File: config.mk
export PLATFORM = sky130hd
export DESIGN_NAME = ready_wait_queue_scheduler
export DESIGN_NICKNAME = d
export VERILOG_FILES = /design/src/rwqs_pkg.sv /design/src/rwqs_ram.sv /design/src/rwqs_ctrl.sv /design/src/rwqs_dp.sv /design/src/ready_wait_queue_scheduler.sv
export SDC_FILE = /design/constraint.sdc
export NUM_CORES = 1
export LEC_CHECK = 0
export ABC_AREA = 1
export BUFFER_PORTS_ARGS = -buffer_cell sky130_fd_sc_hd__buf_2
export CAP_MARGIN = 40
export CELL_PAD_IN_SITES_DETAIL_PLACEMENT = 2
export CELL_PAD_IN_SITES_GLOBAL_PLACEMENT = 2
export CORE_UTILIZATION = 37
export CTS_CLUSTER_DIAMETER = 150
export DETAILED_ROUTE_END_ITERATION = 8
export GPL_TIMING_DRIVEN = 0
export PLACE_DENSITY = 0.77
export SETUP_SLACK_MARGIN = 0.3
export SYNTH_ARGS = -nofsm -noshare
export SYNTH_HDL_FRONTEND = slang
export SYNTH_HIERARCHICAL = 1
export SYNTH_SLANG_ARGS = --single-unit
File: constraint.sdc
create_clock -name clk_i -period 3.4 [get_ports clk_i]
set_input_delay 0.34 -clock clk_i [delete_from_list [all_inputs] [get_ports clk_i]]
set_output_delay 0.34 -clock clk_i [all_outputs]
set_load 0.005 [all_outputs]
File: src/rwqs_pkg.sv
// shared types and constants of the ready/wait queue scheduler
package rwqs_pkg;

  localparam int DefQueueDepth = 16;
  localparam int DefTimeBits   = 10;

  typedef enum logic [1:0] {
    POL_FCFS = 2'd0,
    POL_PRIO = 2'd1,
    POL_SRT  = 2'd2,
    POL_RSVD = 2'd3
  } policy_e;

  typedef enum logic [3:0] {
    ST_IDLE,
    ST_DECODE,
    ST_WAKE_RD,
    ST_WAKE_WR,
    ST_SCAN_RD,
    ST_SCAN_CMP,
    ST_CMP_RD,
    ST_CMP_WR,
    ST_FINISH,
    ST_RESP
  } state_e;

  typedef struct packed {
    logic take;
    logic load;
    logic start;
    logic wake_wr;
    logic scan_rd;
    logic scan_cmp;
    logic cmp_wr;
    logic finish;
  } cmd_t;

  typedef struct packed {
    logic is_round;
    logic wake_ok;
    logic ready_zero;
    logic scan_more;
    logic cmp_more;
  } sts_t;

endpackage

File: src/rwqs_ram.sv
// generic single write port ram with registered read
module rwqs_ram #(
  parameter int WIDTH = 8,
  parameter int DEPTH = 16
) (
  input  logic                     clk_i,
  input  logic                     we_i,
  input  logic [$clog2(DEPTH)-1:0] waddr_i,
  input  logic [WIDTH-1:0]         wdata_i,
  input  logic [$clog2(DEPTH)-1:0] raddr_i,
  output logic [WIDTH-1:0]         rdata_o
);

  logic [WIDTH-1:0] mem_q [DEPTH];

  always_ff @(posedge clk_i) begin
    if (we_i) begin
      mem_q[waddr_i] <= wdata_i;
    end
    rdata_o <= mem_q[raddr_i];
  end

endmodule

File: src/rwqs_ctrl.sv
// scheduler control state machine
module rwqs_ctrl (
  input  logic           clk_i,
  input  logic           rst_ni,
  input  logic           in_valid_i,
  output logic           in_ready_o,
  output logic           out_valid_o,
  input  logic           out_ready_i,
  input  rwqs_pkg::sts_t sts_i,
  output rwqs_pkg::cmd_t cmd_o
);
  import rwqs_pkg::*;

  state_e state_q, state_d;

  always_ff @(posedge clk_i or negedge rst_ni) begin
    if (!rst_ni) begin
      state_q <= ST_IDLE;
    end else begin
      state_q <= state_d;
    end
  end

  always_comb begin
    state_d     = state_q;
    cmd_o       = '0;
    in_ready_o  = 1'b0;
    out_valid_o = 1'b0;
    case (state_q)
      ST_IDLE: begin
        in_ready_o = 1'b1;
        if (in_valid_i) begin
          cmd_o.take = 1'b1;
          state_d    = ST_DECODE;
        end
      end
      ST_DECODE: begin
        if (!sts_i.is_round) begin
          cmd_o.load = 1'b1;
          state_d    = ST_RESP;
        end else begin
          cmd_o.start = 1'b1;
          if (sts_i.wake_ok) begin
            state_d = ST_WAKE_RD;
          end else if (sts_i.ready_zero) begin
            state_d = ST_RESP;
          end else begin
            state_d = ST_SCAN_RD;
          end
        end
      end
      ST_WAKE_RD: state_d = ST_WAKE_WR;
      ST_WAKE_WR: begin
        cmd_o.wake_wr = 1'b1;
        state_d       = ST_SCAN_RD;
      end
      ST_SCAN_RD: begin
        cmd_o.scan_rd = 1'b1;
        state_d       = ST_SCAN_CMP;
      end
      ST_SCAN_CMP: begin
        cmd_o.scan_cmp = 1'b1;
        state_d        = sts_i.scan_more ? ST_SCAN_RD : ST_CMP_RD;
      end
      ST_CMP_RD: begin
        state_d = sts_i.cmp_more ? ST_CMP_WR : ST_FINISH;
      end
      ST_CMP_WR: begin
        cmd_o.cmp_wr = 1'b1;
        state_d      = ST_CMP_RD;
      end
      ST_FINISH: begin
        cmd_o.finish = 1'b1;
        state_d      = ST_RESP;
      end
      ST_RESP: begin
        out_valid_o = 1'b1;
        if (out_ready_i) begin
          state_d = ST_IDLE;
        end
      end
      default: state_d = ST_IDLE;
    endcase
  end

endmodule

File: src/rwqs_dp.sv
// scheduler datapath: queues, counters, selection and result registers
module rwqs_dp #(
  parameter int QUEUE_DEPTH = rwqs_pkg::DefQueueDepth,
  parameter int TIME_BITS   = rwqs_pkg::DefTimeBits
) (
  input  logic           clk_i,
  input  logic           rst_ni,
  input  rwqs_pkg::cmd_t cmd_i,
  output rwqs_pkg::sts_t sts_o,
  input  logic [1:0]     policy_i,
  input  logic           opcode_i,
  input  logic [3:0]     proc_id_i,
  input  logic [3:0]     proc_priority_i,
  input  logic [9:0]     proc_time_i,
  input  logic           start_waiting_i,
  input  logic           wake_one_i,
  input  logic [7:0]     time_slice_i,
  input  logic           send_to_wait_i,
  output logic           accepted_o,
  output logic           dispatched_o,
  output logic [15:0]    round_number_o,
  output logic [3:0]     run_id_o,
  output logic [7:0]     run_slice_o,
  output logic           completed_o,
  output logic [9:0]     time_left_o,
  output logic [9:0]     total_time_o,
  output logic [3:0]     run_priority_o,
  output logic           ready_empty_o,
  output logic           wait_empty_o
);
  import rwqs_pkg::*;

  localparam int IW = $clog2(QUEUE_DEPTH);
  localparam int CW = $clog2(QUEUE_DEPTH + 1);
  localparam int TW = CW + 1;
  localparam int TB = TIME_BITS;
  localparam int EW = 8 + 2 * TB;
  localparam int MW = (TB > 8) ? TB : 8;

  logic [CW-1:0] rcnt_q, rcnt_d, wcnt_q, wcnt_d;
  logic [IW-1:0] head_q, head_d;
  logic [15:0]   round_q, round_d;
  logic          op_q, stw_q, wake_q, sendw_q;
  logic [3:0]    id_q, prio_q;
  logic [TB-1:0] time_q;
  logic [7:0]    slice_q;
  logic [IW-1:0] idx_q, idx_d, best_q, best_d, cidx_q, cidx_d;
  logic [EW-1:0] best_e_q, best_e_d;

  logic          res_acc_q, res_acc_d, res_disp_q, res_disp_d, res_done_q, res_done_d;
  logic [3:0]    res_id_q, res_id_d, res_prio_q, res_prio_d;
  logic [7:0]    res_slice_q, res_slice_d;
  logic [TB-1:0] res_rem_q, res_rem_d, res_tot_q, res_tot_d;

  logic          r_we, w_we;
  logic [IW-1:0] r_waddr, r_raddr, w_waddr;
  logic [EW-1:0] r_wdata, w_wdata, r_rdata, w_rdata;

  logic          ready_full, wait_full, take_new, pol_prio, pol_srt, done;
  logic          req_wait, req_ready;
  logic [TW-1:0] tail_sum;
  logic [IW-1:0] tail;
  logic [EW-1:0] new_e, requeue_e;
  logic [TB-1:0] best_rem, new_rem;

  rwqs_ram #(.WIDTH(EW), .DEPTH(QUEUE_DEPTH)) u_ready_ram (
    .clk_i  (clk_i),
    .we_i   (r_we),
    .waddr_i(r_waddr),
    .wdata_i(r_wdata),
    .raddr_i(r_raddr),
    .rdata_o(r_rdata)
  );

  rwqs_ram #(.WIDTH(EW), .DEPTH(QUEUE_DEPTH)) u_wait_ram (
    .clk_i  (clk_i),
    .we_i   (w_we),
    .waddr_i(w_waddr),
    .wdata_i(w_wdata),
    .raddr_i(head_q),
    .rdata_o(w_rdata)
  );

  assign ready_full = rcnt_q == CW'(QUEUE_DEPTH);
  assign wait_full  = wcnt_q == CW'(QUEUE_DEPTH);
  assign tail_sum   = TW'(head_q) + TW'(wcnt_q);
  assign tail       = (tail_sum >= TW'(QUEUE_DEPTH)) ? IW'(tail_sum - TW'(QUEUE_DEPTH))
                                                    : IW'(tail_sum);
  assign pol_prio   = policy_i == POL_PRIO;
  assign pol_srt    = policy_i == POL_SRT;
  assign new_e      = {id_q, prio_q, time_q, time_q};

  assign take_new = (idx_q == '0)
                 || (pol_prio && (r_rdata[EW-5 -: 4] > best_e_q[EW-5 -: 4]))
                 || (pol_srt && (r_rdata[2*TB-1 -: TB] < best_e_q[2*TB-1 -: TB]));

  assign best_rem  = best_e_q[2*TB-1 -: TB];
  assign done      = MW'(best_rem) <= MW'(slice_q);
  assign new_rem   = best_rem - TB'(slice_q);
  assign requeue_e = {best_e_q[EW-1 -: 8], new_rem, best_e_q[TB-1:0]};
  assign req_wait  = !done && sendw_q && !wait_full;
  assign req_ready = !done && !req_wait;

  assign sts_o.is_round   = op_q;
  assign sts_o.wake_ok    = wake_q && (wcnt_q != '0) && !ready_full;
  assign sts_o.ready_zero = rcnt_q == '0;
  assign sts_o.scan_more  = (pol_prio || pol_srt) && ((CW'(idx_q) + CW'(1)) < rcnt_q);
  assign sts_o.cmp_more   = (CW'(cidx_q) + CW'(1)) < rcnt_q;

  assign r_raddr = cmd_i.scan_rd ? idx_q : IW'(CW'(cidx_q) + CW'(1));

  always_comb begin
    r_we    = 1'b0;
    r_waddr = IW'(rcnt_q);
    r_wdata = new_e;
    w_we    = 1'b0;
    w_waddr = tail;
    w_wdata = new_e;
    rcnt_d  = rcnt_q;
    wcnt_d  = wcnt_q;
    head_d  = head_q;
    round_d = round_q;
    idx_d   = idx_q;
    best_d  = best_q;
    cidx_d  = cidx_q;
    best_e_d    = best_e_q;
    res_acc_d   = res_acc_q;
    res_disp_d  = res_disp_q;
    res_done_d  = res_done_q;
    res_id_d    = res_id_q;
    res_prio_d  = res_prio_q;
    res_slice_d = res_slice_q;
    res_rem_d   = res_rem_q;
    res_tot_d   = res_tot_q;

    if (cmd_i.load) begin
      res_acc_d   = 1'b0;
      res_disp_d  = 1'b0;
      res_done_d  = 1'b0;
      res_id_d    = '0;
      res_prio_d  = '0;
      res_slice_d = '0;
      res_rem_d   = '0;
      res_tot_d   = '0;
      if (stw_q) begin
        if (!wait_full) begin
          w_we      = 1'b1;
          wcnt_d    = wcnt_q + CW'(1);
          res_acc_d = 1'b1;
        end
      end else if (!ready_full) begin
        r_we      = 1'b1;
        rcnt_d    = rcnt_q + CW'(1);
        res_acc_d = 1'b1;
      end
    end

    if (cmd_i.start) begin
      round_d     = round_q + 16'd1;
      idx_d       = '0;
      best_d      = '0;
      res_acc_d   = 1'b0;
      res_disp_d  = 1'b0;
      res_done_d  = 1'b0;
      res_id_d    = '0;
      res_prio_d  = '0;
      res_slice_d = '0;
      res_rem_d   = '0;
      res_tot_d   = '0;
    end

    if (cmd_i.wake_wr) begin
      r_we    = 1'b1;
      r_wdata = w_rdata;
      rcnt_d  = rcnt_q + CW'(1);
      wcnt_d  = wcnt_q - CW'(1);
      head_d  = (CW'(head_q) + CW'(1) == CW'(QUEUE_DEPTH)) ? '0 : head_q + IW'(1);
    end

    if (cmd_i.scan_cmp) begin
      if (take_new) begin
        best_d   = idx_q;
        best_e_d = r_rdata;
      end
      idx_d  = idx_q + IW'(1);
      cidx_d = take_new ? idx_q : best_q;
    end

    if (cmd_i.cmp_wr) begin
      r_we    = 1'b1;
      r_waddr = cidx_q;
      r_wdata = r_rdata;
      cidx_d  = cidx_q + IW'(1);
    end

    if (cmd_i.finish) begin
      res_disp_d  = 1'b1;
      res_id_d    = best_e_q[EW-1 -: 4];
      res_prio_d  = best_e_q[EW-5 -: 4];
      res_tot_d   = best_e_q[TB-1:0];
      res_slice_d = slice_q;
      res_done_d  = done;
      res_rem_d   = done ? '0 : new_rem;
      if (req_ready) begin
        r_we    = 1'b1;
        r_waddr = IW'(rcnt_q - CW'(1));
        r_wdata = requeue_e;
      end else begin
        rcnt_d = rcnt_q - CW'(1);
      end
      if (req_wait) begin
        w_we    = 1'b1;
        w_wdata = requeue_e;
        wcnt_d  = wcnt_q + CW'(1);
      end
    end
  end

  always_ff @(posedge clk_i or negedge rst_ni) begin
    if (!rst_ni) begin
      rcnt_q  <= '0;
      wcnt_q  <= '0;
      head_q  <= '0;
      round_q <= '0;
      op_q    <= 1'b0;
      wake_q  <= 1'b0;
      idx_q   <= '0;
      best_q  <= '0;
      cidx_q  <= '0;
    end else begin
      rcnt_q  <= rcnt_d;
      wcnt_q  <= wcnt_d;
      head_q  <= head_d;
      round_q <= round_d;
      idx_q   <= idx_d;
      best_q  <= best_d;
      cidx_q  <= cidx_d;
      if (cmd_i.take) begin
        op_q   <= opcode_i;
        wake_q <= wake_one_i;
      end
    end
  end

  always_ff @(posedge clk_i) begin
    if (cmd_i.take) begin
      id_q    <= proc_id_i;
      prio_q  <= proc_priority_i;
      time_q  <= TB'(proc_time_i);
      stw_q   <= start_waiting_i;
      slice_q <= time_slice_i;
      sendw_q <= send_to_wait_i;
    end
    best_e_q    <= best_e_d;
    res_acc_q   <= res_acc_d;
    res_disp_q  <= res_disp_d;
    res_done_q  <= res_done_d;
    res_id_q    <= res_id_d;
    res_prio_q  <= res_prio_d;
    res_slice_q <= res_slice_d;
    res_rem_q   <= res_rem_d;
    res_tot_q   <= res_tot_d;
  end

  assign accepted_o     = res_acc_q;
  assign dispatched_o   = res_disp_q;
  assign round_number_o = round_q;
  assign run_id_o       = res_id_q;
  assign run_slice_o    = res_slice_q;
  assign completed_o    = res_done_q;
  assign time_left_o    = 10'(res_rem_q);
  assign total_time_o   = 10'(res_tot_q);
  assign run_priority_o = res_prio_q;
  assign ready_empty_o  = rcnt_q == '0;
  assign wait_empty_o   = wcnt_q == '0;

endmodule

File: src/ready_wait_queue_scheduler.sv
// ready/wait queue process scheduler top level with register port
// One beat at a time. A load passes through decode to the result state, and so does
// a round that finds the ready queue empty. A round that runs an entry adds a wake
// read and write when a wake can be done, a read and a compare per ready entry
// scanned (one entry under first come first served, all entries under priority or
// least remaining time), a read and a write per entry shifted down when the selected
// entry is removed from the compacted ready queue, and a finish step. The scan and
// shift go one entry at a time through the single read port of the ready queue memory.
module ready_wait_queue_scheduler #(
  parameter int QUEUE_DEPTH = rwqs_pkg::DefQueueDepth,
  parameter int TIME_BITS   = rwqs_pkg::DefTimeBits
) (
  input  logic        clk_i,
  input  logic        rst_ni,
  input  logic        psel,
  input  logic        penable,
  input  logic        pwrite,
  input  logic [2:0]  paddr,
  input  logic [31:0] pwdata,
  output logic [31:0] prdata,
  output logic        pready,
  input  logic        in_valid_i,
  output logic        in_ready_o,
  input  logic        opcode_i,
  input  logic [3:0]  proc_id_i,
  input  logic [3:0]  proc_priority_i,
  input  logic [9:0]  proc_time_i,
  input  logic        start_waiting_i,
  input  logic        wake_one_i,
  input  logic [7:0]  time_slice_i,
  input  logic        send_to_wait_i,
  output logic        out_valid_o,
  input  logic        out_ready_i,
  output logic        accepted_o,
  output logic        dispatched_o,
  output logic [15:0] round_number_o,
  output logic [3:0]  run_id_o,
  output logic [7:0]  run_slice_o,
  output logic        completed_o,
  output logic [9:0]  time_left_o,
  output logic [9:0]  total_time_o,
  output logic [3:0]  run_priority_o,
  output logic        ready_empty_o,
  output logic        wait_empty_o
);
  import rwqs_pkg::*;

  logic [1:0] policy_q;
  cmd_t       cmd;
  sts_t       sts;

  assign pready = 1'b1;
  assign prdata = (paddr[2] == 1'b0) ? {30'd0, policy_q} : 32'd0;

  always_ff @(posedge clk_i or negedge rst_ni) begin
    if (!rst_ni) begin
      policy_q <= POL_FCFS;
    end else if (psel && penable && pwrite && (paddr[2] == 1'b0)) begin
      policy_q <= pwdata[1:0];
    end
  end

  rwqs_ctrl u_ctrl (
    .clk_i      (clk_i),
    .rst_ni     (rst_ni),
    .in_valid_i (in_valid_i),
    .in_ready_o (in_ready_o),
    .out_valid_o(out_valid_o),
    .out_ready_i(out_ready_i),
    .sts_i      (sts),
    .cmd_o      (cmd)
  );

  rwqs_dp #(.QUEUE_DEPTH(QUEUE_DEPTH), .TIME_BITS(TIME_BITS)) u_dp (
    .clk_i          (clk_i),
    .rst_ni         (rst_ni),
    .cmd_i          (cmd),
    .sts_o          (sts),
    .policy_i       (policy_q),
    .opcode_i       (opcode_i),
    .proc_id_i      (proc_id_i),
    .proc_priority_i(proc_priority_i),
    .proc_time_i    (proc_time_i),
    .start_waiting_i(start_waiting_i),
    .wake_one_i     (wake_one_i),
    .time_slice_i   (time_slice_i),
    .send_to_wait_i (send_to_wait_i),
    .accepted_o     (accepted_o),
    .dispatched_o   (dispatched_o),
    .round_number_o (round_number_o),
    .run_id_o       (run_id_o),
    .run_slice_o    (run_slice_o),
    .completed_o    (completed_o),
    .time_left_o    (time_left_o),
    .total_time_o   (total_time_o),
    .run_priority_o (run_priority_o),
    .ready_empty_o  (ready_empty_o),
    .wait_empty_o   (wait_empty_o)
  );

endmodule

==> flow_metrics.env <==
export IMPL_status="finished with violations"
export IMPL_violations="negative setup slack"
export IMPL_cts_buffers=118
export IMPL_slowest_stage="dfrtp_1"
export IMPL_core_um2=129600
export IMPL_critPathKind="reg -> reg"
export IMPL_min_period_ps=3502
export IMPL_rrSetupSlack_ps=-100
export IMPL_setup_viol=157
export IMPL_synth_common_cells="nand2_1, edfxtp_1, inv_1"
export IMPL_vdd_drop_max_v=0.0004920
export IMPL_worstPathMaxFanout=7
export IMPL_startpoint="u_dp/rcnt_q[0]"
export IMPL_async_reset_ff_frac=0.04558
export IMPL_synth_distinct_cells=48
export IMPL_grt_max_degree=38
export IMPL_drive_above_1_share=0.1673
export IMPL_drt_vias_per_instance=5.519
export IMPL_report_final_slew_viol_count=0
export IMPL_die_w_um=363.9
export IMPL_grt_overflow_total=0
export IMPL_rsz0062_at_grt="yes"
export IMPL_path_delay_family="buffers and inverters"
export IMPL_final_nets=5436
export IMPL_grt_pass1_vias=42720
export IMPL_drt_iter0_markers=3765
export IMPL_clkLatencyLatePin_ps=780
export IMPL_syn_area_um2=48470
export IMPL_timing_rr_end="u_dp/u_ready_ram/mem_q[11][5]"
export IMPL_whs_ps=100.7
export IMPL_dp_slack_ps=-918.3
export IMPL_htree_levels=3
export IMPL_fin_worst_skew_ps=45.01
export IMPL_netlist_top_cell_by_area="edfxtp_1"
export IMPL_antenna_found_initial=12
export IMPL_slowest_delay_ps=560
export IMPL_drt_wirelength_per_cell_um=30.97
export IMPL_cp_data_arrival_time_ps=3960
export IMPL_ys_seq_elements=1097
export IMPL_area_growth_synth_to_final_pct=24.36
export IMPL_place_congestion=0.8269
export IMPL_clock_tree_buffer_depth=3
export IMPL_cts_tree="yes"
export IMPL_p_per_area_nw_per_um2=933.5
export IMPL_pin_count=164
export IMPL_crit_top_cell="nand2_1"
export IMPL_synth_top_area_share=0.6128
export IMPL_drt_total_wl_um=221800
export IMPL_min_path_type="in -> async"
export IMPL_num_vias=39520
export IMPL_clk_pin_slew_worst_paths_ps=70
export IMPL_maxCapViolCount=0
export IMPL_synth_most_common_cell="nand2_1"
export IMPL_hold_viol=0
export IMPL_fmax_mhz=285.5
export IMPL_worstMarginPinSlew_ps=936.6
export IMPL_critPathRequiredTime_ps=3850
export IMPL_grtUsageTotal=0.3103
export IMPL_synth_main_ff_cell="edfxtp_1"
export IMPL_die_area_um2=132400
export IMPL_row_count=132
export IMPL_fillers=13300
export IMPL_p_leak_nw=26.20
export IMPL_reg2reg_from="u_dp/rcnt_q[0]"
export IMPL_setup_ws_ps=-102.2
export IMPL_fin_crit_sh=1.030
export IMPL_maxSlewHeadroom=0.3756
export IMPL_crit_chain="inv_1 -> ha_1 -> nand2_1 -> nor2_1 -> nand2_1 -> nand2_1 -> nand2_1 -> inv_1 -> nand3_4 -> nand3b_1 -> buf_6 -> buf_12 -> buf_8 -> nor2_4 -> buf_12 -> buf_12"
export IMPL_ys_seq_area_frac=0.6626
export IMPL_io_buffers=100
export IMPL_dp_hpwl_um=129600
export IMPL_synthCells=4761
export IMPL_synth_edf_count=989
export IMPL_drt_pass1_iter_count=5
export IMPL_yosysWarningCount=6
export IMPL_cp_num_buf_inv=7
export IMPL_end_kind="flip-flop"
export IMPL_start_kind="flip-flop"
export IMPL_synthTopCellsByArea="edfxtp_1, nand2_1, nand3_1"
export IMPL_ant_nets=0
export IMPL_fp_dieH_um=363.9
export IMPL_r2r_cells=16
export IMPL_drc=0
export IMPL_start_util=0.3738
export IMPL_grt_pass1_wl_um=296100
export IMPL_clock_sinks=1097
export IMPL_avgSynthCellArea_um2=10.18
export IMPL_root_buffer="clkbuf_16"
sequential cells by signal (all words and copies together), names as in the netlist, 2 cells and up:
| register | flops |
|---|---|
| u_dp/idx_q | 4 |
| u_dp/wcnt_q | 5 |
| u_dp/id_q | 4 |
| u_dp/rcnt_q | 5 |
| policy_q | 2 |
| u_dp/time_q | 10 |
| u_dp/cidx_q | 4 |
| u_dp/u_ready_ram/rdata_o | 28 |
| u_dp/slice_q | 8 |
| u_dp/prio_q | 4 |
| u_dp/u_ready_ram/mem_q | 448 |
| u_dp/run_id_o | 4 |
| u_dp/run_priority_o | 4 |
| u_dp/run_slice_o | 8 |
| u_dp/time_left_o | 10 |
| u_dp/u_wait_ram/rdata_o | 28 |
| u_dp/total_time_o | 10 |
| u_dp/round_number_o | 16 |
| u_ctrl/state_q | 4 |
| u_dp/best_q | 4 |
| u_dp/u_wait_ram/mem_q | 448 |
| u_dp/head_q | 4 |
| u_dp/best_e_q | 28 |
final cells by class:
cell class                 count  area (um^2)  share of cell area
inverter                     839         3162             0.05246
timing repair buffer         408         4836             0.08024
antenna                        2        5.005          0.00008304
sequential                  1097        32110              0.5328
buffer                       245         1565             0.02597
multi-input combinational   2610        12610              0.2092
tap                         1742         2180             0.03616
clock inverter                65        565.5            0.009383
clock buffer                 153         3239             0.05375
kinds of logic after synthesis:
family          synth area share
fa+ha+maj                0.01193
buf+inv                  0.09555
simple gates              0.2041
compound gates           0.01681
flops                     0.6626
xor+xnor                0.007409
other cells            0.0001550
mux                     0.001497
cells in the final DEF (no fill, tap or decap), types with 11 or more instances in the layout:
| cell | n |
|---|---|
| nand2_1 | 1457 |
| edfxtp_1 | 989 |
| inv_1 | 817 |
| nand3_1 | 725 |
| buf_2 | 195 |
| buf_4 | 159 |
| clkbuf_16 | 137 |
| buf_12 | 67 |
| buf_6 | 63 |
| dfxtp_1 | 58 |
| dfrtp_1 | 50 |
| nor2_1 | 47 |
| clkbuf_1 | 47 |
| o21ai_0 | 43 |
| nor2_4 | 41 |
| dlygate4sd3_1 | 39 |
| ha_1 | 37 |
| conb_1 | 31 |
| buf_8 | 27 |
| a21oi_1 | 27 |
| buf_16 | 26 |
| xor2_1 | 26 |
| clkinv_1 | 25 |
| o21ai_1 | 21 |
| clkinv_2 | 20 |
| o21ai_2 | 20 |
| clkbuf_2 | 17 |
| inv_2 | 16 |
| xnor2_1 | 15 |
| nand2_2 | 14 |
| buf_1 | 13 |
| nand4_1 | 12 |
| nand2_4 | 11 |
layer usage:
| metal | track usage | up-vias | share of wire |
|---|---|---|---|
| met1 | 0.3526 | 20320 | 0.36 |
| met2 | 0.5572 | 1950 | 0.50 |
| met5 | 0 | - | 0.00026 |
| met3 | 0.05187 | 780 | 0.064 |
| met4 | 0.1612 | 8 | 0.073 |
| li1 | - | 16460 | - |
worst max path at each step:
stage / endpoint / slack (ps) / cells after the start
2_1_floorplan: u_dp/u_wait_ram/mem_q[10][0] / -40 / 12
3_3_place_gp: u_dp/u_wait_ram/mem_q[3][7] / -2340 / 12
3_5_place_dp: u_dp/u_ready_ram/mem_q[10][12] / -920 / 10
4_1_cts: u_dp/u_ready_ram/mem_q[3][20] / 120 / 9
5_1_grt: u_dp/u_ready_ram/mem_q[11][8] / -130 / 17
6_report: u_dp/u_ready_ram/mem_q[11][5] / -100 / 16
stage by stage:
stage	cell area, um^2	std cells	setup TNS [ps]	util	total power (W)
after floorplan	48720	4790	-11530	-	0.02934
final	60270	7161	-5916	0.4649	0.05626
after detailed placement	52680	6710	-370390	0.4063	0.03909
after global placement	51400	6632	-1775380	0.3964	0.03716
after global routing	60270	7160	-14200	0.4649	0.05769
after CTS	59020	7100	0	0.4553	0.05338
timing repair:
action                                  4_1_cts  5_1_grt
gates resized for setup                     129      103
hold endpoints to repair                     84        0
pin swaps                                    43       36
cloned                                       24       18
hold buffers                                 39        0
buffers inserted                            109       38
endpoints found under the setup margin     1479     1387
report_power, final:
part / switching (W) / internal, W / total, W
clock network: 0.00603 / 0.00738 / 0.0134
logic: 0.0179 / 0.00652 / 0.0244
registers: 0.000997 / 0.0175 / 0.0185
No activity file was read; power rests on OpenSTA's default activity.
